**src/rtl/wfpa_pkg.sv**
```systemverilog
`timescale 1ns / 1ps
// Shared types and constants for the worst-fit partition allocator.
// Used by the channel interfaces and by every module of the block; depends on nothing.
package wfpa_pkg;

	// Default sizes of the hole table.
	localparam int NUM_HOLES_DEF = 16;
	localparam int SIZE_BITS_DEF = 16;

	// Fixed field widths on the channels.
	localparam int HOLE_COUNT_W = 5;
	localparam int HOLE_IDX_W   = 4;
	localparam int SIZE_W       = 16;

	// Opcode values on the input channel.
	localparam logic OP_LOAD    = 1'b0;
	localparam logic OP_REQUEST = 1'b1;

	// Kind of work that the front end has recognized.
	typedef enum logic {
		KIND_LOAD    = 1'b0,
		KIND_REQUEST = 1'b1
	} kind_t;

	// One entry of the queue between front end and back end.
	typedef struct packed {
		kind_t                  kind;
		logic                   in_range;
		logic [HOLE_IDX_W-1:0]  hole_index;
		logic [SIZE_W-1:0]      size;
	} queue_entry_t;

endpackage

```
**src/rtl/wfpa_item_if.sv**
```systemverilog
`timescale 1ns / 1ps
// Input channel of the allocator: valid/ready with one opcode, hole index and size.
// Depends on wfpa_pkg for the field widths.
interface wfpa_item_if;
	logic                             valid;
	logic                             ready;
	logic                             opcode;
	logic [wfpa_pkg::HOLE_IDX_W-1:0]  hole_index;
	logic [wfpa_pkg::SIZE_W-1:0]      size;

	modport source (output valid, output opcode, output hole_index, output size, input ready);
	modport sink (input valid, input opcode, input hole_index, input size, output ready);
endinterface

```
**src/rtl/wfpa_result_if.sv**
```systemverilog
`timescale 1ns / 1ps
// Result channel of the allocator: valid/ready with grant, hole, remainder and status.
// Depends on wfpa_pkg for the field widths.
interface wfpa_result_if;
	logic                             valid;
	logic                             ready;
	logic                             granted;
	logic [wfpa_pkg::HOLE_IDX_W-1:0]  chosen_hole;
	logic [wfpa_pkg::SIZE_W-1:0]      remaining;
	logic                             all_placed;

	modport source (output valid, output granted, output chosen_hole, output remaining,
		output all_placed, input ready);
	modport sink (input valid, input granted, input chosen_hole, input remaining,
		input all_placed, output ready);
endinterface

```
**src/rtl/wfpa_cfg_if.sv**
```systemverilog
`timescale 1ns / 1ps
// Configuration write channel: valid/ready carrying the hole count.
// Depends on wfpa_pkg for the register width.
interface wfpa_cfg_if;
	logic                               valid;
	logic                               ready;
	logic [wfpa_pkg::HOLE_COUNT_W-1:0]  data;

	modport source (output valid, output data, input ready);
	modport sink (input valid, input data, output ready);
endinterface

```
**src/rtl/wfpa_front.sv**
```systemverilog
`timescale 1ns / 1ps
// Front end: takes input transactions, decodes the opcode and checks the load index.
// Depends on wfpa_pkg and wfpa_item_if; feeds wfpa_queue.
module wfpa_front #(
	parameter int NUM_HOLES = wfpa_pkg::NUM_HOLES_DEF
) (
	wfpa_item_if.sink                  item,
	input  logic                       q_full,
	output logic                       q_push,
	output wfpa_pkg::queue_entry_t     q_entry
);

	// A transaction is taken whenever the queue has room.
	assign item.ready = !q_full;
	assign q_push     = item.valid && !q_full;

	// Classify the item and flag loads that address a hole outside the table.
	always_comb begin
		q_entry.kind       = (item.opcode == wfpa_pkg::OP_REQUEST) ?
			wfpa_pkg::KIND_REQUEST : wfpa_pkg::KIND_LOAD;
		q_entry.in_range   = (32'(item.hole_index) < NUM_HOLES);
		q_entry.hole_index = item.hole_index;
		q_entry.size       = item.size;
	end

endmodule

```
**src/rtl/wfpa_queue.sv**
```systemverilog
`timescale 1ns / 1ps
// Two-entry queue that decouples the front end from the back end.
// Depends on wfpa_pkg for the entry type.
module wfpa_queue (
	input  logic                    clk,
	input  logic                    arst_n,
	input  logic                    push,
	input  wfpa_pkg::queue_entry_t  push_entry,
	output logic                    full,
	input  logic                    pop,
	output wfpa_pkg::queue_entry_t  head,
	output logic                    empty
);

	wfpa_pkg::queue_entry_t entries_q [2];
	logic       wr_ptr_q;
	logic       rd_ptr_q;
	logic [1:0] count_q;

	assign full  = (count_q == 2'd2);
	assign empty = (count_q == 2'd0);
	assign head  = entries_q[rd_ptr_q];

	// Entry storage carries no reset.
	always_ff @(posedge clk) begin
		if (push) begin
			entries_q[wr_ptr_q] <= push_entry;
		end
	end

	// Pointers and fill count.
	always_ff @(posedge clk or negedge arst_n) begin
		if (!arst_n) begin
			wr_ptr_q <= 1'b0;
			rd_ptr_q <= 1'b0;
			count_q  <= 2'd0;
		end else begin
			if (push) begin
				wr_ptr_q <= !wr_ptr_q;
			end
			if (pop) begin
				rd_ptr_q <= !rd_ptr_q;
			end
			if (push && !pop) begin
				count_q <= count_q + 2'd1;
			end else if (pop && !push) begin
				count_q <= count_q - 2'd1;
			end
		end
	end

	// The neighbors never push into a full queue or pop an empty one.
	a_no_overflow: assert property (@(posedge clk) disable iff (!arst_n)
		full |-> !push) else $error("queue pushed while full");
	a_no_underflow: assert property (@(posedge clk) disable iff (!arst_n)
		empty |-> !pop) else $error("queue popped while empty");
	a_count_step: assert property (@(posedge clk) disable iff (!arst_n)
		(push && !pop) |=> (count_q == $past(count_q) + 2'd1))
		else $error("queue count did not follow a push");

endmodule

```
**src/rtl/wfpa_back.sv**
```systemverilog
`timescale 1ns / 1ps
// Back end: hole table memory, used marks, worst-fit scan and the result register.
// Depends on wfpa_pkg and wfpa_result_if; is fed by wfpa_queue.
module wfpa_back #(
	parameter int NUM_HOLES = wfpa_pkg::NUM_HOLES_DEF,
	parameter int SIZE_BITS = wfpa_pkg::SIZE_BITS_DEF
) (
	input  logic                                 clk,
	input  logic                                 arst_n,
	input  logic                                 q_empty,
	input  wfpa_pkg::queue_entry_t               q_head,
	output logic                                 q_pop,
	input  logic [wfpa_pkg::HOLE_COUNT_W-1:0]    hole_count,
	wfpa_result_if.source                        result
);

	localparam int HIDX_W = (NUM_HOLES > 1) ? $clog2(NUM_HOLES) : 1;
	localparam int CNT_W  = $clog2(NUM_HOLES + 1);

	typedef enum logic [2:0] {
		ST_IDLE   = 3'b001,
		ST_SCAN   = 3'b010,
		ST_FINISH = 3'b100
	} state_t;

	// Hole table and its marks.
	logic [SIZE_BITS-1:0] hole_mem [NUM_HOLES];
	logic [NUM_HOLES-1:0] used_q;

	state_t               st_q;
	logic [CNT_W-1:0]     cnt_q;
	logic [CNT_W-1:0]     lim_q;
	logic [SIZE_BITS-1:0] size_q;
	logic                 found_q;
	logic [HIDX_W-1:0]    best_q;
	logic [SIZE_BITS-1:0] best_rem_q;
	logic                 any_refused_q;

	// Scan pipeline: table read data and the mark of the same hole.
	logic                 valid_s1;
	logic                 used_s1;
	logic [HIDX_W-1:0]    idx_s1;
	logic [SIZE_BITS-1:0] rdata_s1;

	// Result register.
	logic                          out_valid_q;
	logic                          out_granted_q;
	logic [wfpa_pkg::HOLE_IDX_W-1:0] out_hole_q;
	logic [wfpa_pkg::SIZE_W-1:0]   out_rem_q;
	logic                          out_all_q;

	logic                 out_free;
	logic                 is_load;
	logic [SIZE_BITS-1:0] head_size;
	logic [HIDX_W-1:0]    head_idx;
	logic [CNT_W-1:0]     lim_next;
	logic                 issue;
	logic [HIDX_W-1:0]    rd_idx;
	logic                 fit;
	logic [SIZE_BITS-1:0] diff;
	logic                 take;
	logic                 finish_go;
	logic                 mem_we;
	logic [HIDX_W-1:0]    mem_waddr;
	logic [SIZE_BITS-1:0] mem_wdata;

	// Decode of the queue head and the issue of the next table read.
	always_comb begin
		out_free  = !out_valid_q || result.ready;
		is_load   = (q_head.kind == wfpa_pkg::KIND_LOAD);
		head_size = SIZE_BITS'(q_head.size);
		head_idx  = HIDX_W'(q_head.hole_index);
		q_pop     = (st_q == ST_IDLE) && !q_empty && (!is_load || out_free);
		if (32'(hole_count) > NUM_HOLES) begin
			lim_next = CNT_W'(NUM_HOLES);
		end else begin
			lim_next = CNT_W'(hole_count);
		end
		issue  = (st_q == ST_SCAN) && (cnt_q < lim_q);
		rd_idx = cnt_q[HIDX_W-1:0];
	end

	// Worst-fit compare on the hole that came out of the table this cycle.
	always_comb begin
		fit  = valid_s1 && !used_s1 && (size_q <= rdata_s1);
		diff = rdata_s1 - size_q;
		take = fit && (!found_q || (diff > best_rem_q));
	end

	// One write port, shared by loads and by the final update of a request.
	always_comb begin
		finish_go = (st_q == ST_FINISH) && out_free;
		if (st_q == ST_IDLE) begin
			mem_we    = q_pop && is_load && q_head.in_range;
			mem_waddr = head_idx;
			mem_wdata = head_size;
		end else begin
			mem_we    = finish_go && found_q;
			mem_waddr = best_q;
			mem_wdata = best_rem_q;
		end
	end

	// Hole table memory with registered read data.
	always_ff @(posedge clk) begin
		if (mem_we) begin
			hole_mem[mem_waddr] <= mem_wdata;
		end
		rdata_s1 <= hole_mem[rd_idx];
	end

	// Payload registers of the scan and the result.
	always_ff @(posedge clk) begin
		used_s1 <= used_q[rd_idx];
		idx_s1  <= rd_idx;
		if (q_pop && !is_load) begin
			lim_q  <= lim_next;
			size_q <= head_size;
		end
		if (take) begin
			best_q     <= idx_s1;
			best_rem_q <= diff;
		end
		if (q_pop && is_load) begin
			out_granted_q <= 1'b0;
			out_hole_q    <= q_head.hole_index;
			out_rem_q     <= wfpa_pkg::SIZE_W'(head_size);
			out_all_q     <= !any_refused_q;
		end else if (finish_go) begin
			out_granted_q <= found_q;
			out_hole_q    <= found_q ? wfpa_pkg::HOLE_IDX_W'(best_q) : '0;
			out_rem_q     <= found_q ? wfpa_pkg::SIZE_W'(best_rem_q) : '0;
			out_all_q     <= found_q && !any_refused_q;
		end
	end

	// Sequencer, marks and sticky refusal flag.
	always_ff @(posedge clk or negedge arst_n) begin
		if (!arst_n) begin
			st_q          <= ST_IDLE;
			cnt_q         <= '0;
			found_q       <= 1'b0;
			valid_s1      <= 1'b0;
			used_q        <= '0;
			any_refused_q <= 1'b0;
			out_valid_q   <= 1'b0;
		end else begin
			valid_s1 <= issue;
			if (take) begin
				found_q <= 1'b1;
			end
			if ((q_pop && is_load) || finish_go) begin
				out_valid_q <= 1'b1;
			end else if (result.ready) begin
				out_valid_q <= 1'b0;
			end
			unique case (st_q)
				ST_IDLE: begin
					if (q_pop) begin
						if (is_load) begin
							if (q_head.in_range) begin
								used_q[head_idx] <= 1'b0;
							end
						end else begin
							st_q    <= ST_SCAN;
							cnt_q   <= '0;
							found_q <= 1'b0;
						end
					end
				end
				ST_SCAN: begin
					if (issue) begin
						cnt_q <= cnt_q + CNT_W'(1);
					end else begin
						st_q <= ST_FINISH;
					end
				end
				ST_FINISH: begin
					if (finish_go) begin
						if (found_q) begin
							used_q[best_q] <= 1'b1;
						end else begin
							any_refused_q <= 1'b1;
						end
						st_q <= ST_IDLE;
					end
				end
				default: begin
					st_q <= ST_IDLE;
				end
			endcase
		end
	end

	assign result.valid       = out_valid_q;
	assign result.granted     = out_granted_q;
	assign result.chosen_hole = out_hole_q;
	assign result.remaining   = out_rem_q;
	assign result.all_placed  = out_all_q;

	// The scan counter never runs past the latched limit.
	a_scan_bound: assert property (@(posedge clk) disable iff (!arst_n)
		(st_q == ST_SCAN) |-> (cnt_q <= lim_q)) else $error("scan ran past the limit");
	// A granted hole lies inside the scanned range.
	a_best_in_range: assert property (@(posedge clk) disable iff (!arst_n)
		(finish_go && found_q) |-> (32'(best_q) < 32'(lim_q)))
		else $error("chosen hole outside the scanned range");
	// Once refused, the failure flag stays set.
	a_refused_sticky: assert property (@(posedge clk) disable iff (!arst_n)
		any_refused_q |=> any_refused_q) else $error("failure flag cleared");
	// A load leaves a result waiting in the next cycle.
	a_load_result: assert property (@(posedge clk) disable iff (!arst_n)
		(q_pop && is_load) |=> out_valid_q) else $error("load gave no result");

endmodule

```
**src/rtl/worst_fit_partition_allocator.sv**
```systemverilog
`timescale 1ns / 1ps
// Top level of the worst-fit partition allocator: configuration register and the
// front end, queue and back end. Depends on wfpa_pkg, the interfaces and all modules.
//
//   channel  | dir | payload                                   | handshake
//   item     | in  | opcode, hole_index, size                  | valid/ready
//   result   | out | granted, chosen_hole, remaining, all_plcd | valid/ready
//   cfg      | in  | data (hole_count)                         | valid/ready, ready tied 1
//
// A load passes through the queue; once popped it writes the hole table and the result.
// A request scans hole_count holes (clamped to NUM_HOLES), then updates the table: the scan
// reads one hole per cycle through the single read port of the hole table.
// Reset clears the marks, the failure flag, the queue and the sequencer; sizes are kept
// uninitialized. The front end keeps taking items into a two-entry queue while the back end
// works or waits on a stalled result; a full queue drops item.ready.
module worst_fit_partition_allocator #(
	parameter int NUM_HOLES = wfpa_pkg::NUM_HOLES_DEF,
	parameter int SIZE_BITS = wfpa_pkg::SIZE_BITS_DEF
) (
	input  logic           clk,
	input  logic           arst_n,
	wfpa_item_if.sink      item,
	wfpa_result_if.source  result,
	wfpa_cfg_if.sink       cfg
);

	logic [wfpa_pkg::HOLE_COUNT_W-1:0] hole_count_q;
	logic                              q_full;
	logic                              q_empty;
	logic                              q_push;
	logic                              q_pop;
	wfpa_pkg::queue_entry_t            q_entry;
	wfpa_pkg::queue_entry_t            q_head;

	// Hole count register; writes are always taken.
	assign cfg.ready = 1'b1;

	always_ff @(posedge clk or negedge arst_n) begin
		if (!arst_n) begin
			hole_count_q <= '0;
		end else if (cfg.valid) begin
			hole_count_q <= cfg.data;
		end
	end

	wfpa_front #(
		.NUM_HOLES (NUM_HOLES)
	) u_front (
		.item    (item),
		.q_full  (q_full),
		.q_push  (q_push),
		.q_entry (q_entry)
	);

	wfpa_queue u_queue (
		.clk        (clk),
		.arst_n     (arst_n),
		.push       (q_push),
		.push_entry (q_entry),
		.full       (q_full),
		.pop        (q_pop),
		.head       (q_head),
		.empty      (q_empty)
	);

	wfpa_back #(
		.NUM_HOLES (NUM_HOLES),
		.SIZE_BITS (SIZE_BITS)
	) u_back (
		.clk        (clk),
		.arst_n     (arst_n),
		.q_empty    (q_empty),
		.q_head     (q_head),
		.q_pop      (q_pop),
		.hole_count (hole_count_q),
		.result     (result)
	);

endmodule
```
**src/flat_wrapper.sv**
```systemverilog
// flat-port wrapper written by rule: the top's interface ports become plain ports
module worst_fit_partition_allocator_flat 
#(
	parameter int NUM_HOLES = wfpa_pkg::NUM_HOLES_DEF,
	parameter int SIZE_BITS = wfpa_pkg::SIZE_BITS_DEF
)
  (clk, arst_n, item_valid, item_opcode, item_hole_index, item_size, item_ready, result_valid, result_granted, result_chosen_hole, result_remaining, result_all_placed, result_ready, cfg_valid, cfg_data, cfg_ready);
  wfpa_item_if item_i ();
  wfpa_result_if result_i ();
  wfpa_cfg_if cfg_i ();
  input  logic clk;
  input  logic arst_n;
  input wire logic [$bits(item_i.valid)-1:0] item_valid;
  input wire logic [$bits(item_i.opcode)-1:0] item_opcode;
  input wire logic [$bits(item_i.hole_index)-1:0] item_hole_index;
  input wire logic [$bits(item_i.size)-1:0] item_size;
  output wire logic [$bits(item_i.ready)-1:0] item_ready;
  output wire logic [$bits(result_i.valid)-1:0] result_valid;
  output wire logic [$bits(result_i.granted)-1:0] result_granted;
  output wire logic [$bits(result_i.chosen_hole)-1:0] result_chosen_hole;
  output wire logic [$bits(result_i.remaining)-1:0] result_remaining;
  output wire logic [$bits(result_i.all_placed)-1:0] result_all_placed;
  input wire logic [$bits(result_i.ready)-1:0] result_ready;
  input wire logic [$bits(cfg_i.valid)-1:0] cfg_valid;
  input wire logic [$bits(cfg_i.data)-1:0] cfg_data;
  output wire logic [$bits(cfg_i.ready)-1:0] cfg_ready;
  assign item_i.valid = item_valid;
  assign item_i.opcode = item_opcode;
  assign item_i.hole_index = item_hole_index;
  assign item_i.size = item_size;
  assign item_ready = item_i.ready;
  assign result_valid = result_i.valid;
  assign result_granted = result_i.granted;
  assign result_chosen_hole = result_i.chosen_hole;
  assign result_remaining = result_i.remaining;
  assign result_all_placed = result_i.all_placed;
  assign result_i.ready = result_ready;
  assign cfg_i.valid = cfg_valid;
  assign cfg_i.data = cfg_data;
  assign cfg_ready = cfg_i.ready;
  worst_fit_partition_allocator #(.NUM_HOLES(NUM_HOLES), .SIZE_BITS(SIZE_BITS)) u_core (.clk(clk), .arst_n(arst_n), .item(item_i), .result(result_i), .cfg(cfg_i));
endmodule
```
**config.mk**
```make
export PLATFORM = sky130hd
export DESIGN_NAME = worst_fit_partition_allocator_flat
export DESIGN_NICKNAME = d
export VERILOG_FILES = /design/src/rtl/wfpa_pkg.sv /design/src/rtl/wfpa_item_if.sv /design/src/rtl/wfpa_result_if.sv /design/src/rtl/wfpa_cfg_if.sv /design/src/rtl/wfpa_front.sv /design/src/rtl/wfpa_queue.sv /design/src/rtl/wfpa_back.sv /design/src/rtl/worst_fit_partition_allocator.sv /design/src/flat_wrapper.sv
export SDC_FILE = /design/constraint.sdc
export NUM_CORES = 1
export LEC_CHECK = 0
export ABC_AREA = 1
export BUFFER_PORTS_ARGS = -buffer_cell sky130_fd_sc_hd__buf_4
export CORE_UTILIZATION = 62
export CTS_CLUSTER_DIAMETER = 120
export DETAILED_ROUTE_END_ITERATION = 7
export GPL_TIMING_DRIVEN = 0
export PLACE_DENSITY = 0.76
export SYNTH_ARGS = -nofsm -noshare
export SYNTH_HDL_FRONTEND = slang
export SYNTH_SLANG_ARGS = --single-unit
```
**constraint.sdc**
```tcl
create_clock -name clk -period 4.47 [get_ports clk]
set_input_delay 0.894 -clock clk [delete_from_list [all_inputs] [get_ports clk]]
set_output_delay 0.894 -clock clk [all_outputs]
set_load 0.05 [all_outputs]
```
==> results of run 1 <==
## routing by layer
layer	GRT usage	vias up	wire length [µm]
met3	0.05951	109	4647
met5	0	-	0
met1	0.4333	6174	17940
met4	0.1285	0	1673
li1	-	5858	-
met2	0.5226	690	21960
## cells in the final DEF (no fill, tap or decap), types with 36 or more instances in the layout
master | Yosys | final
dfrtp_1 | 36 | 36
ha_1 | 38 | 38
o21ai_0 | 206 | 191
nand2_1 | 266 | 266
clkbuf_16 | 0 | 43
edfxtp_1 | 360 | 360
nor2_1 | 203 | 188
clkbuf_1 | 45 | 57
o22ai_1 | 41 | 41
inv_1 | 128 | 128
a21oi_1 | 51 | 49
nand3_1 | 86 | 86
buf_4 | 2 | 62
## layout make-up
cell class | instances | area [µm²]
sequential | 419 | 12180
fill | 1941 | 7819
multi-input combinational | 981 | 5012
clock buffer | 55 | 1121
timing repair buffer | 70 | 574.3
inverter | 132 | 498.0
tap | 378 | 473.0
buffer | 75 | 349.1
clock inverter | 18 | 138.9
## worst min-delay path by stage
stage	start	end	slack [ns]	cells past startpoint
finish	arst_n	u_core.hole_count_q[1]	0.33	1
global placement	u_core.u_back.idx_s1[0]	u_core.u_back.best_q[0]	0.39	0
floorplan	u_core.u_back.idx_s1[0]	u_core.u_back.best_q[0]	0.39	0
global route	arst_n	u_core.u_queue.count_q[1]	0.36	1
CTS	arst_n	u_core.hole_count_q[1]	0.34	1
detailed placement	u_core.u_back.idx_s1[1]	u_core.u_back.best_q[1]	0.39	0
## sequential cells by signal (all words and copies together), names as in the netlist, 4 cells and up
signal                            flops
u_core.u_back.used_q                 16
u_core.u_back.best_rem_q             16
u_core.u_back.best_q                  4
u_core.u_back.hole_mem              256
u_core.u_back.lim_q                   5
u_core.u_back.cnt_q                   5
u_core.u_back.size_q                 16
u_core.u_back.rdata_s1               16
u_core.u_back.idx_s1                  4
u_core.u_back.result.remaining       16
u_core.u_queue.entries_q             42
u_core.hole_count_q                   5
u_core.u_back.result.chosen_hole      4
## worst max-delay path, stage by stage, from the launching register on
cell	delay (ns)
dfxtp_1	0.29
inv_1	0.05
ha_1	0.12
inv_1	0.06
fa_1	0.46
nand3_1	0.09
nand2_1	0.11
nand2_1	0.08
nand2_1	0.10
nand4_1	0.13
nand3_1	0.09
nand2_1	0.12
inv_1	0.07
ha_1	0.29
nand4_1	0.10
nor2_1	0.23
nand2_1	0.08
nand2_1	0.06
nand2_1	0.05
a21oi_2	0.53
buf_8	0.23
## synthesized netlist by cell type
| library cell | number | area share |
|---|---|---|
| nand4_1 | 5 | 0.0017 |
| buf_4 | 2 | 0.00084 |
| o31ai_1 | 1 | 0.00042 |
| o21bai_1 | 3 | 0.0013 |
| xnor2_1 | 2 | 0.00097 |
| a41oi_1 | 1 | 0.00049 |
| fa_1 | 1 | 0.0011 |
| o211ai_1 | 18 | 0.0075 |
| clkbuf_1 | 45 | 0.0094 |
| inv_1 | 128 | 0.027 |
| clkbuf_2 | 1 | 0.00028 |
| nand3b_1 | 1 | 0.00042 |
| clkinv_1 | 1 | 0.00021 |
| nor2_4 | 1 | 0.00063 |
| dfrtp_1 | 36 | 0.050 |
| nand4_4 | 1 | 0.0012 |
| buf_2 | 17 | 0.0047 |
| nor3_2 | 1 | 0.00056 |
| o221ai_1 | 14 | 0.0068 |
| ha_1 | 38 | 0.026 |
| nand2_2 | 2 | 0.00070 |
| dfstp_2 | 1 | 0.0015 |
| dfxtp_1 | 22 | 0.025 |
| inv_4 | 1 | 0.00035 |
| inv_2 | 2 | 0.00042 |
| o21ai_1 | 4 | 0.0011 |
| buf_6 | 5 | 0.0031 |
| nand3_2 | 4 | 0.0022 |
| a21oi_2 | 1 | 0.00049 |
| a21o_1 | 5 | 0.0021 |
| o21ai_2 | 6 | 0.0029 |
| xor2_1 | 13 | 0.0063 |
| conb_1 | 1 | 0.00021 |
| o21ai_0 | 206 | 0.057 |
| nor3_1 | 4 | 0.0011 |
| buf_1 | 5 | 0.0010 |
| nand2_4 | 1 | 0.00063 |
| nand2_1 | 266 | 0.056 |
| o22ai_1 | 41 | 0.014 |
| a21oi_1 | 51 | 0.014 |
| nor2_1 | 203 | 0.042 |
| nand3_1 | 86 | 0.024 |
| edfxtp_1 | 360 | 0.60 |
## power groups by stage
stage	Combinational, mW	Sequential (mW)	Clock, mW
after floorplan	3.88	6.11	0
after global placement	6.25	5.95	0
after detailed placement	6.58	5.91	0
after CTS	6.64	5.83	3.30
after global routing	7.34	5.88	3.45
final	6.79	5.84	3.29
## logic make-up (layout without fill, tap and decap cells)
| family | after synthesis | after routing | synth area share |
|---|---|---|---|
| and+or+nand+nor | 575 | 575 | 0.1311 |
| DFF | 419 | 419 | 0.6777 |
| other | 1 | 1 | 0.0002087 |
| buffers and inverters | 207 | 350 | 0.04714 |
| AOI/OAI and AO/OA | 351 | 351 | 0.1090 |
| adders and majority gates | 39 | 39 | 0.02757 |
| xor gates and xnor gates | 15 | 15 | 0.007311 |
## metrics by stage
stage               hold WS (ns)  worst slack, ns    util  instances
global placement          0.3869          0.03635  0.6690       2038
global route              0.3626           0.5342  0.7224       2128
finish                    0.3340           0.8221  0.7224       2128
CTS                       0.3358           0.8289  0.7222       2128
detailed placement        0.3921           0.8559  0.6775       2055
floorplan                 0.3855           0.8816       -       1607
==> results.md, run 1 <==
* Row count at 61
* Root buffer cell: clkbuf_16
* Die width at 172.2 µm
* Psw at 6.644 mW
* Yosys reg bits at 419
* Max Cap Viol at 0
* Leak pwr at 7.736 nW
* Syn. warnings at 0
* Total Power at 15.92 mW
* Pre-antenna DRT Iters at 6
* Clock power frac at 0.207
* PwrDens at 782.7 nW/µm²
* Slew Limit Fails at 0
* Mapped Area at 17970 µm²
* Mean post-synth cell area at 11.18 µm²
* Area grow syn2layout at 13.22%
* Initial Utilization at 0.6381
* Clk slew on worst S/H paths at 0.06 ns
* Number of CTS-inserted buffers at 41
* CP endpoint: u_core.u_back.best_rem_q[14]
* Sw frac at 0.4172
* Die Height at 172.2 µm
* Routed WL per cell at 21.72 µm
* RD Place Congestion at 0.9216
* CTS tree: yes
* Vias in the first global route at 12280
* Clock Latency Late Sink at 0.54 ns
* Worst R2R Setup Slack at 0.82 ns
* Via/cell ratio at 6.030
* ANT nets after route at 0
* Comb power frac at 0.427
* Worst path arrival time at 3.89 ns
* ANT cells at 0
* Placed cell area at 19080 µm²
* Fin Setup TNS at 0 ns
* Final wirelength at 46230 µm
* Seq pwr share at 0.367
* Clk_skew at 0.02230 ns
* Total Die Area at 29670 µm²
* IO Pins at 56
* Min-Delay Path Class: input pin to async pin
* Resize count post-CTS at 0
* CP Class: register to register
* Drc violations at 0
* IR drop worst, VDD at 0.4296 mV
* Vias at 12830
* CTS sink count at 419
* Post-CTS Setup Inserts at 0
* Initial antenna violation count at 1
* DR iter-0 viols at 1493
* Largest net degree at the start of global routing at 38
* Fmax at 274.1 MHz
* Fin nets at 1790
* Core Box Area at 28160 µm²
* Max FO, Critical Path at 11
* CTS H-tree lvls at 2
* Worst R2R End: u_core.u_back.best_rem_q[14]
* Status: complete, no violations
* RSZ-0062 raised after global routing: no
* Crit. Startpoint: u_core.u_back.rdata_s1[0]
* GRT Overall Usage at 0.3223
* Post-CTS Hold Buffers at 0
* Fin crit period at 3.648 ns
* Remaining Overflow, GRT at 0
* Least-Margin Pin Slew at 1.089 ns
* Critical Path Sink Type: register
* Reg2Reg Depth at 20
* RR Startpoint: u_core.u_back.rdata_s1[0]
* Clock Tree Buf Depth at 3
* Slew headroom at 0.2731
* Syn nets at 1677
* Worst Path Required at 4.71 ns
* I/O Buffers at 53
* Register area share after synthesis at 0.6777
* Internal at 9.280 mW
* Syn Inst Count at 1607
* Unique masters post-synth at 43
* # setup viols final at 0
* Final period utilization at 0.8161
* Hpwl dp at 31860 µm
* Layout cells sized above 1 at 0.1103
* Final hold vios at 0
* First-pass GRT wire length at 69350 µm
* Startpoint types: register
* Final instance area at 20340 µm²
Power figures use the tool's default switching activity.
==> run 2: changes to the inputs <==
--- a/config.mk
+++ b/config.mk
@@ -7,11 +7,11 @@
 export LEC_CHECK = 0
 export ABC_AREA = 1
 export BUFFER_PORTS_ARGS = -buffer_cell sky130_fd_sc_hd__buf_4
-export CORE_UTILIZATION = 62
+export CORE_UTILIZATION = 56
 export CTS_CLUSTER_DIAMETER = 120
 export DETAILED_ROUTE_END_ITERATION = 7
 export GPL_TIMING_DRIVEN = 0
-export PLACE_DENSITY = 0.76
+export PLACE_DENSITY = 0.73
 export SYNTH_ARGS = -nofsm -noshare
 export SYNTH_HDL_FRONTEND = slang
 export SYNTH_SLANG_ARGS = --single-unit
==> constraint.sdc (replaced) <==
create_clock -name clk -period 3 [get_ports clk]
set_input_delay 0.6 -clock clk [delete_from_list [all_inputs] [get_ports clk]]
set_output_delay 0.6 -clock clk [all_outputs]
set_load 0.05 [all_outputs]
==> run 2 against run 1 <==
Sequential share of layout area fell by 1.8 points. Routed wire length hardly changed. Clock power rose by 64%. First-iteration DRC count fell by 8.8%. Combinational power is 58% higher. Clock-buffer cell count fell by 9. Final area is 3.1% higher. Hold slack got worse by 0.32 ns. Via count is essentially flat. Register-to-register slack worse by 0.81 ns. Die area grew 11%. Sequential cell count is the same. Highest routed layer unchanged.
==> results.md, run 2 (synthesis results as in run 1) <==
* Vias in the first global route at 12520 (+1.9%)
* Critical path cell sequence: inv_2, ha_4, a21o_1, a21oi_2, nand2_2, nand3b_1, nand2_1, nand2_1, nand2_2, ha_4, nand4_1, nor2_2, nand2_1, nand2_1, nand2_2, a21oi_4, buf_12
* Drc violations at 0 (unchanged)
* Routed WL per cell at 21.27 µm (-2.1%)
* Total Die Area at 32810 µm² (+11%)
* Leak pwr at 7.885 nW (+1.9%)
* Clk slew on worst S/H paths at 0.06 ns (about the same)
* CTS sink count at 419 (unchanged)
* Vias at 12840 (+0.070%)
* Met2 Usage GRT at 0.4648 (-0.05785)
* Area grow syn2layout at 16.75%
* Clock Tree Buf Depth at 3 (unchanged)
* Final instance area at 20980 µm² (+3.1%)
* RSZ-0062 raised after global routing: yes
* Worst R2R Setup Slack at 0.009 ns (-0.81 ns)
* Largest delay contributor family on the critical path: simple AND/OR/NAND/NOR gates
* Largest Register: u_core.u_back.hole_mem
* M1 GR Usage at 0.3834 (-0.04985)
* First-pass GRT wire length at 70420 µm (+1.5%)
* Max reg flops at 256 (unchanged)
* DR iter-0 viols at 1362 (-8.8%)
* Startpoint types: register
* Critical Path Sink Type: register
* Initial antenna violation count at 0 (-1)
* Clock Latency Late Sink at 0.56 ns (+0.02 ns)
* ANT cells at 0 (unchanged)
* Slew Limit Fails at 0 (unchanged)
* Via/cell ratio at 5.912 (-2.0%)
* Layout cells sized above 1 at 0.1492 (+0.03887)
* Die Height at 181.1 µm (+5.2%)
* Core Box Area at 31560 µm² (+12%)
* Min-Delay Path Class: input pin to async pin
* Most frequent cells in the layout: edfxtp_1 (360), nand2_1 (256), o21ai_0 (191), nor2_1 (184), inv_1 (120)
* Crit path largest cell delay at 0.38 ns (-0.15 ns)
* Worst path slowest cell: edfxtp_1
* GRT Overall Usage at 0.2855 (-0.03680)
* CP Class: register to register
* Root buffer cell: clkbuf_16
* Final period utilization at 0.9969 (+0.1808)
* IR drop worst, VDD at 0.6252 mV (+46%)
* Post-CTS Hold Buffers at 0 (unchanged)
* Worst path bufs/invs at 2 (-2)
* Number of fill cells in the layout at 2317 (+19%)
* Fin crit period at 2.991 ns (-0.6573 ns)
* Slew headroom at 0.2855 (+0.01237)
* Fin nets at 1805 (+0.84%)
* Pre-antenna DRT Iters at 5 (-1)
* Hpwl dp at 32010 µm (+0.48%)
* RD Place Congestion at 0.9332 (+1.3%)
* Worst path arrival time at 3.26 ns (-0.63 ns)
* Core Util, Final at 0.6649 (-0.05751)
* Initial Utilization at 0.5695 (-0.06859)
* ANT nets after route at 0 (unchanged)
* # setup viols final at 0 (unchanged)
* Die width at 181.1 µm (+5.2%)
* Remaining Overflow, GRT at 0 (unchanged)
* IO Pins at 56 (unchanged)
* Worst Path Required at 3.27 ns (-1.44 ns)
* CTS tree: yes
* Number of CTS-inserted buffers at 43 (+4.9%)
* Clk_skew at 0.01786 ns (-0.004436 ns)
* Status: complete, no violations
* Final wirelength at 46210 µm (about the same)
* Fmax at 334.4 MHz (+22%)
* Commonest non-fill, non-tap cell in the layout: edfxtp_1
* Least-Margin Pin Slew at 1.071 ns (-0.01854 ns)
* I/O Buffers at 53 (unchanged)
* Placed cell area at 19160 µm² (+0.43%)
* Largest net degree at the start of global routing at 38 (unchanged)
* Final hold vios at 0 (unchanged)
* GRT busiest layer: met2
* Grt met3 use at 0.04898 (-0.01053)
* Row count at 65 (+6.6%)
* CTS H-tree lvls at 2 (unchanged)
* Top Registers: u_core.u_back.hole_mem: 256 flops, u_core.u_queue.entries_q: 42 flops
* Max Cap Viol at 0 (unchanged)
* Crit-path most repeated cell: nand2_1
* PwrDens at 1183 nW/µm² (+51%)
* Max FO, Critical Path at 7 (-4)
* Total Power at 24.82 mW (+56%)
## run 2: cell types whose count changed in the layout (fill, tap and decap cells not counted), moves of 7 or more
cell        before  now
ha_1            38   26
buf_4           62   72
clkbuf_1        57   47
ha_4             0   10
nand2_1        266  256
nand2_2          2   12
clkinvlp_4       0    8
inv_1          128  120
inv_2            2   10
nor2_4           1    8
## run 2: layout make-up
cell class                 instances  area (µm²)  share of cell area
clock buffer                      46        1097             0.05230
clock inverter                    34       362.8             0.01729
timing repair buffer              82       716.9             0.03417
multi-input combinational        982        5275              0.2514
inverter                         132       498.0             0.02374
tap                              402       503.0             0.02397
buffer                            75       349.1             0.01664
sequential                       419       12180              0.5805
## run 2: metal layers
metal  wire length (µm)  vias to the layer above
li1                   -                     5903
met1              18110                     6140
met2              21950                      683
met3               4567                      114
met4               1579                        0
met5                  0                        -
## run 2: final timing paths
path                                          from                        endpoint  depth (start not counted)
max                        u_core.u_back.size_q[4]     u_core.u_back.best_rem_q[2]                         17
min                                         arst_n         u_core.u_queue.wr_ptr_q                          1
max reg2reg                u_core.u_back.size_q[4]     u_core.u_back.best_rem_q[2]                         17
min reg2reg                u_core.u_back.idx_s1[1]         u_core.u_back.best_q[1]                          0
max in group asynchronous                   arst_n           u_core.u_back.st_q[0]                          1
min in group clk                      item_size[1]  u_core.u_queue.entries_q[0][1]                          1
## run 2: repair_timing
| item | in CTS | in global routing |
|---|---|---|
| endpoints found under the setup margin | 20 | 87 |
| setup buffers | 6 | 2 |
| gates cloned | 1 | 0 |
| resized for setup | 31 | 25 |
| pin swaps | 9 | 12 |
## run 2: stage by stage
stage | hold WS, ns | TNS [ns] | setup slack, ns | cells
after detailed placement | 0.3934 | -10.21 | -0.5109 | 2083
after global placement | 0.3877 | -136.36 | -0.7802 | 2062
after global routing | 0.06145 | -2.295 | -0.1422 | 2172
after floorplan | 0.3044 | 0 | 0.009554 | 1607
after CTS | 0.02769 | 0 | 0.003970 | 2170
final | 0.01810 | 0 | 0.009447 | 2172
## run 2: power by group
part | internal (mW) | switching (mW) | total, mW
registers | 8.30 | 0.416 | 8.72
clock network | 3.12 | 2.28 | 5.41
logic | 3.11 | 7.59 | 10.7
total | 14.5 | 10.3 | 24.8
==> run 3: changes to the inputs <==
--- a/config.mk
+++ b/config.mk
@@ -14,4 +14,5 @@
 export PLACE_DENSITY = 0.73
 export SYNTH_ARGS = -nofsm -noshare
 export SYNTH_HDL_FRONTEND = slang
+export SYNTH_HIERARCHICAL = 1
 export SYNTH_SLANG_ARGS = --single-unit
==> constraint.sdc (replaced) <==
create_clock -name clk -period 2.5 [get_ports clk]
set_input_delay 0.5 -clock clk [delete_from_list [all_inputs] [get_ports clk]]
set_output_delay 0.5 -clock clk [all_outputs]
set_load 0.05 [all_outputs]
==> run 3 against run 2 <==
Worst setup slack got worse by 0.60 ns. Largest cell class unchanged. Non-clock buffer count increased by 16. Cell count up 0.51%. Synthesized area up 1.4%. The flow now finishes with violations (setup timing). Combinational power rose by 18%. Register-to-register slack got worse by 0.60 ns. Routed wire length is 3.2% higher. Power is 16% higher. Utilization up 0.85 points. Highest routed layer unchanged. Critical path type unchanged. Via count up 0.43%.
==> results.md, run 3 <==
* Largest net degree at the start of global routing at 38 (unchanged)
* Failing checks: setup timing
* Fin nets at 1788 (-0.94%)
* Met2 Usage GRT at 0.4841 (+0.01937)
* GRT Overall Usage at 0.2924 (+0.006932)
* ANT nets after route at 0 (unchanged)
* DR iter-0 viols at 1484 (+9.0%)
* Post-route setup slack at -0.5952 ns (-0.6047 ns)
* Fmax at 323.1 MHz (-3.4%)
* Via/cell ratio at 5.907 (about the same)
* RSZ-0062 raised after global routing: yes
* Synth Flop Type: edfxtp_1
* Row count at 65 (unchanged)
* Count leader, synth: edfxtp_1
* IO Pins at 56 (unchanged)
* M1 GR Usage at 0.3897 (+0.006292)
* I/O Buffers at 33 (-38%)
* Mapped Area at 18210 µm² (+1.4%)
* Least-Margin Pin Slew at 1.172 ns (+0.1010 ns)
* Area grow syn2layout at 17.56%
* Min-Delay Path Class: input pin to register
* Layout cells sized above 1 at 0.1775 (+0.02840)
* Hold path start: item_hole_index[2]
* Vias in the first global route at 12580 (+0.51%)
* Async SR Flop Fraction at 0.08789 (-0.0004195)
* Initial antenna violation count at 1 (+1)
* Yosys reg bits at 421 (+0.48%)
* Mean post-synth cell area at 11.43 µm² (+2.2%)
* Final period utilization at 1.238 (+0.2412)
* Critical Path Sink Type: register
* Cell taking the most area after synthesis: edfxtp_1
* Status: finished with violations
* Total Power at 28.87 mW (+16%)
* Largest Register: u_core/u_back/hole_mem
* Initial Utilization at 0.5728 (+0.003343)
* Root buffer cell: clkbuf_16
* Worst R2R End: u_core/u_back/best_rem_q[4]
* Slew Limit Fails at 0 (unchanged)
* Pre-antenna DRT Iters at 5 (unchanged)
* Register area share after synthesis at 0.6719 (-0.005827)
* Top Registers: u_core/u_back/hole_mem: 256 flops, u_core/u_queue/entries_q: 44 flops
* Drc violations at 0 (unchanged)
* Placed cell area at 19270 µm² (+0.56%)
* Clk slew on worst S/H paths at 0.06 ns (about the same)
* Max Cap Viol at 0 (unchanged)
* Worst Path Required at 2.73 ns (-0.54 ns)
* Post-synth top cells: edfxtp_1 (362), nand2_1 (222), o21ai_0 (204), nor2_1 (191), inv_1 (128)
* Worst path arrival time at 3.33 ns (+0.07 ns)
* Clock Latency Late Sink at 0.53 ns (-0.03 ns)
* IR drop worst, VDD at 0.7936 mV (+27%)
* Slew headroom at 0.2180 (-0.06744)
* Final hold vios at 0 (unchanged)
* Die width at 182.4 µm (+0.67%)
* Vias at 12900 (+0.43%)
* Core Box Area at 31800 µm² (+0.77%)
* Hpwl dp at 32210 µm (+0.63%)
* First-pass GRT wire length at 72390 µm (+2.8%)
* Number of CTS-inserted buffers at 43 (unchanged)
* Clk_skew at 0.01802 ns (+0.0001635 ns)
* Final wirelength at 47680 µm (+3.2%)
* Unique masters post-synth at 45 (+4.7%)
* CTS tree: yes
* CTS sink count at 421 (+0.48%)
* Max reg flops at 256 (unchanged)
* CTS H-tree lvls at 2 (unchanged)
* Worst R2R Setup Slack at -0.60 ns (-0.60 ns)
* Startpoint types: register
* Total Die Area at 33250 µm² (+1.3%)
* Leak pwr at 8.049 nW (+2.1%)
* Fin Setup TNS at -11.73 ns (-11.73 ns)
* Grt met3 use at 0.05169 (+0.002704)
* # setup viols final at 20 (+20)
* RR Startpoint: u_core/u_back/size_q[0]
* Synth area leaders: edfxtp_1 (60%), o21ai_0 (5.6%), dfrtp_1 (4.9%)
* EDFF count, synth at 362 (+0.56%)
* CP Class: register to register
* Routed WL per cell at 21.84 µm (+2.7%)
* Reg2Reg Depth at 16 (-1)
* WHS at 0.1598 ns (+0.1417 ns)
* Syn. warnings at 6 (+6)
* RD Place Congestion at 0.9836 (+5.4%)
* Commonest non-fill, non-tap cell in the layout: edfxtp_1
* Syn nets at 1664 (-0.78%)
* PwrDens at 1348 nW/µm² (+14%)
* Synth top area share at 0.5968 (-0.004802)
* Fin crit period at 3.095 ns (+0.1047 ns)
* GRT busiest layer: met2
* Core Util, Final at 0.6734 (+0.008513)
* Syn Inst Count at 1594 (-0.81%)
* Max FO, Critical Path at 10 (+3)
* Most frequent cells in the layout: edfxtp_1 (362), nand2_1 (211), o21ai_0 (183), nor2_1 (177), inv_1 (126)
* Clock Tree Buf Depth at 3 (unchanged)
* Worst Hold Path Cells at 1
* Remaining Overflow, GRT at 0 (unchanged)
* Die Height at 182.4 µm (+0.67%)
* Hold worst-path end: u_core/u_queue/entries_q[0][18]
* Final instance area at 21410 µm² (+2.1%)
[run 3: cell types whose count changed after synthesis, sizes merged, moves of 5 or more]
cell / delta
o211ai: -10
o21ai: -8
nor2: -9
nor3: +5
mux2: +22
nand2: -43
o221ai: +10
o22ai: -5
buf: +20
[run 3: how the worst max path moves through the flow]
stage | start | to | slack [ns] | depth (start not counted)
6_report | u_core/u_back/size_q[0] | u_core/u_back/best_rem_q[4] | -0.60 | 16
5_1_grt | u_core/u_back/size_q[10] | u_core/u_back/best_q[0] | -0.77 | 18
4_1_cts | u_core/u_back/size_q[0] | u_core/u_back/best_rem_q[15] | -0.57 | 17
3_5_place_dp | u_core/u_back/size_q[2] | u_core/u_back/best_rem_q[10] | -1.12 | 18
3_3_place_gp | u_core/u_back/st_q[0] | u_core/u_back/hole_mem[3][3] | -1.56 | 4
2_1_floorplan | u_core/u_back/size_q[0] | u_core/u_back/best_q[0] | -0.46 | 18
[run 3: cell type report]
cell class,instances,area (µm²)
sequential,421,12240
fill,2204,10390
multi-input combinational,943,5425
clock buffer,52,1110
timing repair buffer,79,864.6
tap,435,544.3
buffer,94,519.2
inverter,136,510.5
clock inverter,21,193.9
antenna,2,5.005
[run 3: worst max-delay path: stages (launching register included)]
cell,delay (ns)
edfxtp_1,0.37
ha_2,0.19
fa_2,0.35
nand3b_1,0.19
nand2_2,0.10
nand2_1,0.06
nand2_2,0.07
a21oi_1,0.07
xnor2_1,0.16
ha_1,0.30
nand4_1,0.18
a21oi_1,0.18
nor2_1,0.06
nand2_1,0.11
nand2_4,0.09
a21oi_4,0.17
buf_12,0.16
[run 3: timing repair]
item	4_1_cts	5_1_grt
gates cloned	1	0
buffers inserted	31	0
endpoints found under the setup margin	341	276
pin swaps	24	8
gates resized for setup	50	39
hold endpoints to repair	36	0
hold buffers	1	0
[run 3: cell families after synthesis]
| group | count (synthesis) | synth area share |
|---|---|---|
| and+or+nand+nor | 528 | 0.1206 |
| buffers and inverters | 231 | 0.05626 |
| other | 2 | 0.0004123 |
| DFF | 421 | 0.6719 |
| adders and majority gates | 39 | 0.02720 |
| AOI/OAI and AO/OA | 335 | 0.1023 |
| xor gates and xnor gates | 16 | 0.007693 |
| muxes | 22 | 0.01360 |
[run 3: metal layers]
metal	share of wire	up-vias
met5	0	-
met3	0.090	120
met1	0.39	6271
met2	0.48	663
li1	-	5841
met4	0.034	0
[run 3: metrics by stage]
step	cells	setup slack (ns)
6_report	2183	-0.5952
5_1_grt	2181	-0.7746
4_1_cts	2182	-0.5665
3_5_place_dp	2076	-1.123
3_3_place_gp	2062	-1.565
2_1_floorplan	1594	-0.4584
[run 3: power by group]
| part | switching (mW) | internal (mW) |
|---|---|---|
| Combinational | 8.76 | 3.83 |
| Clock | 2.58 | 3.47 |
| Sequential | 0.447 | 9.78 |
| Total | 11.8 | 17.1 |
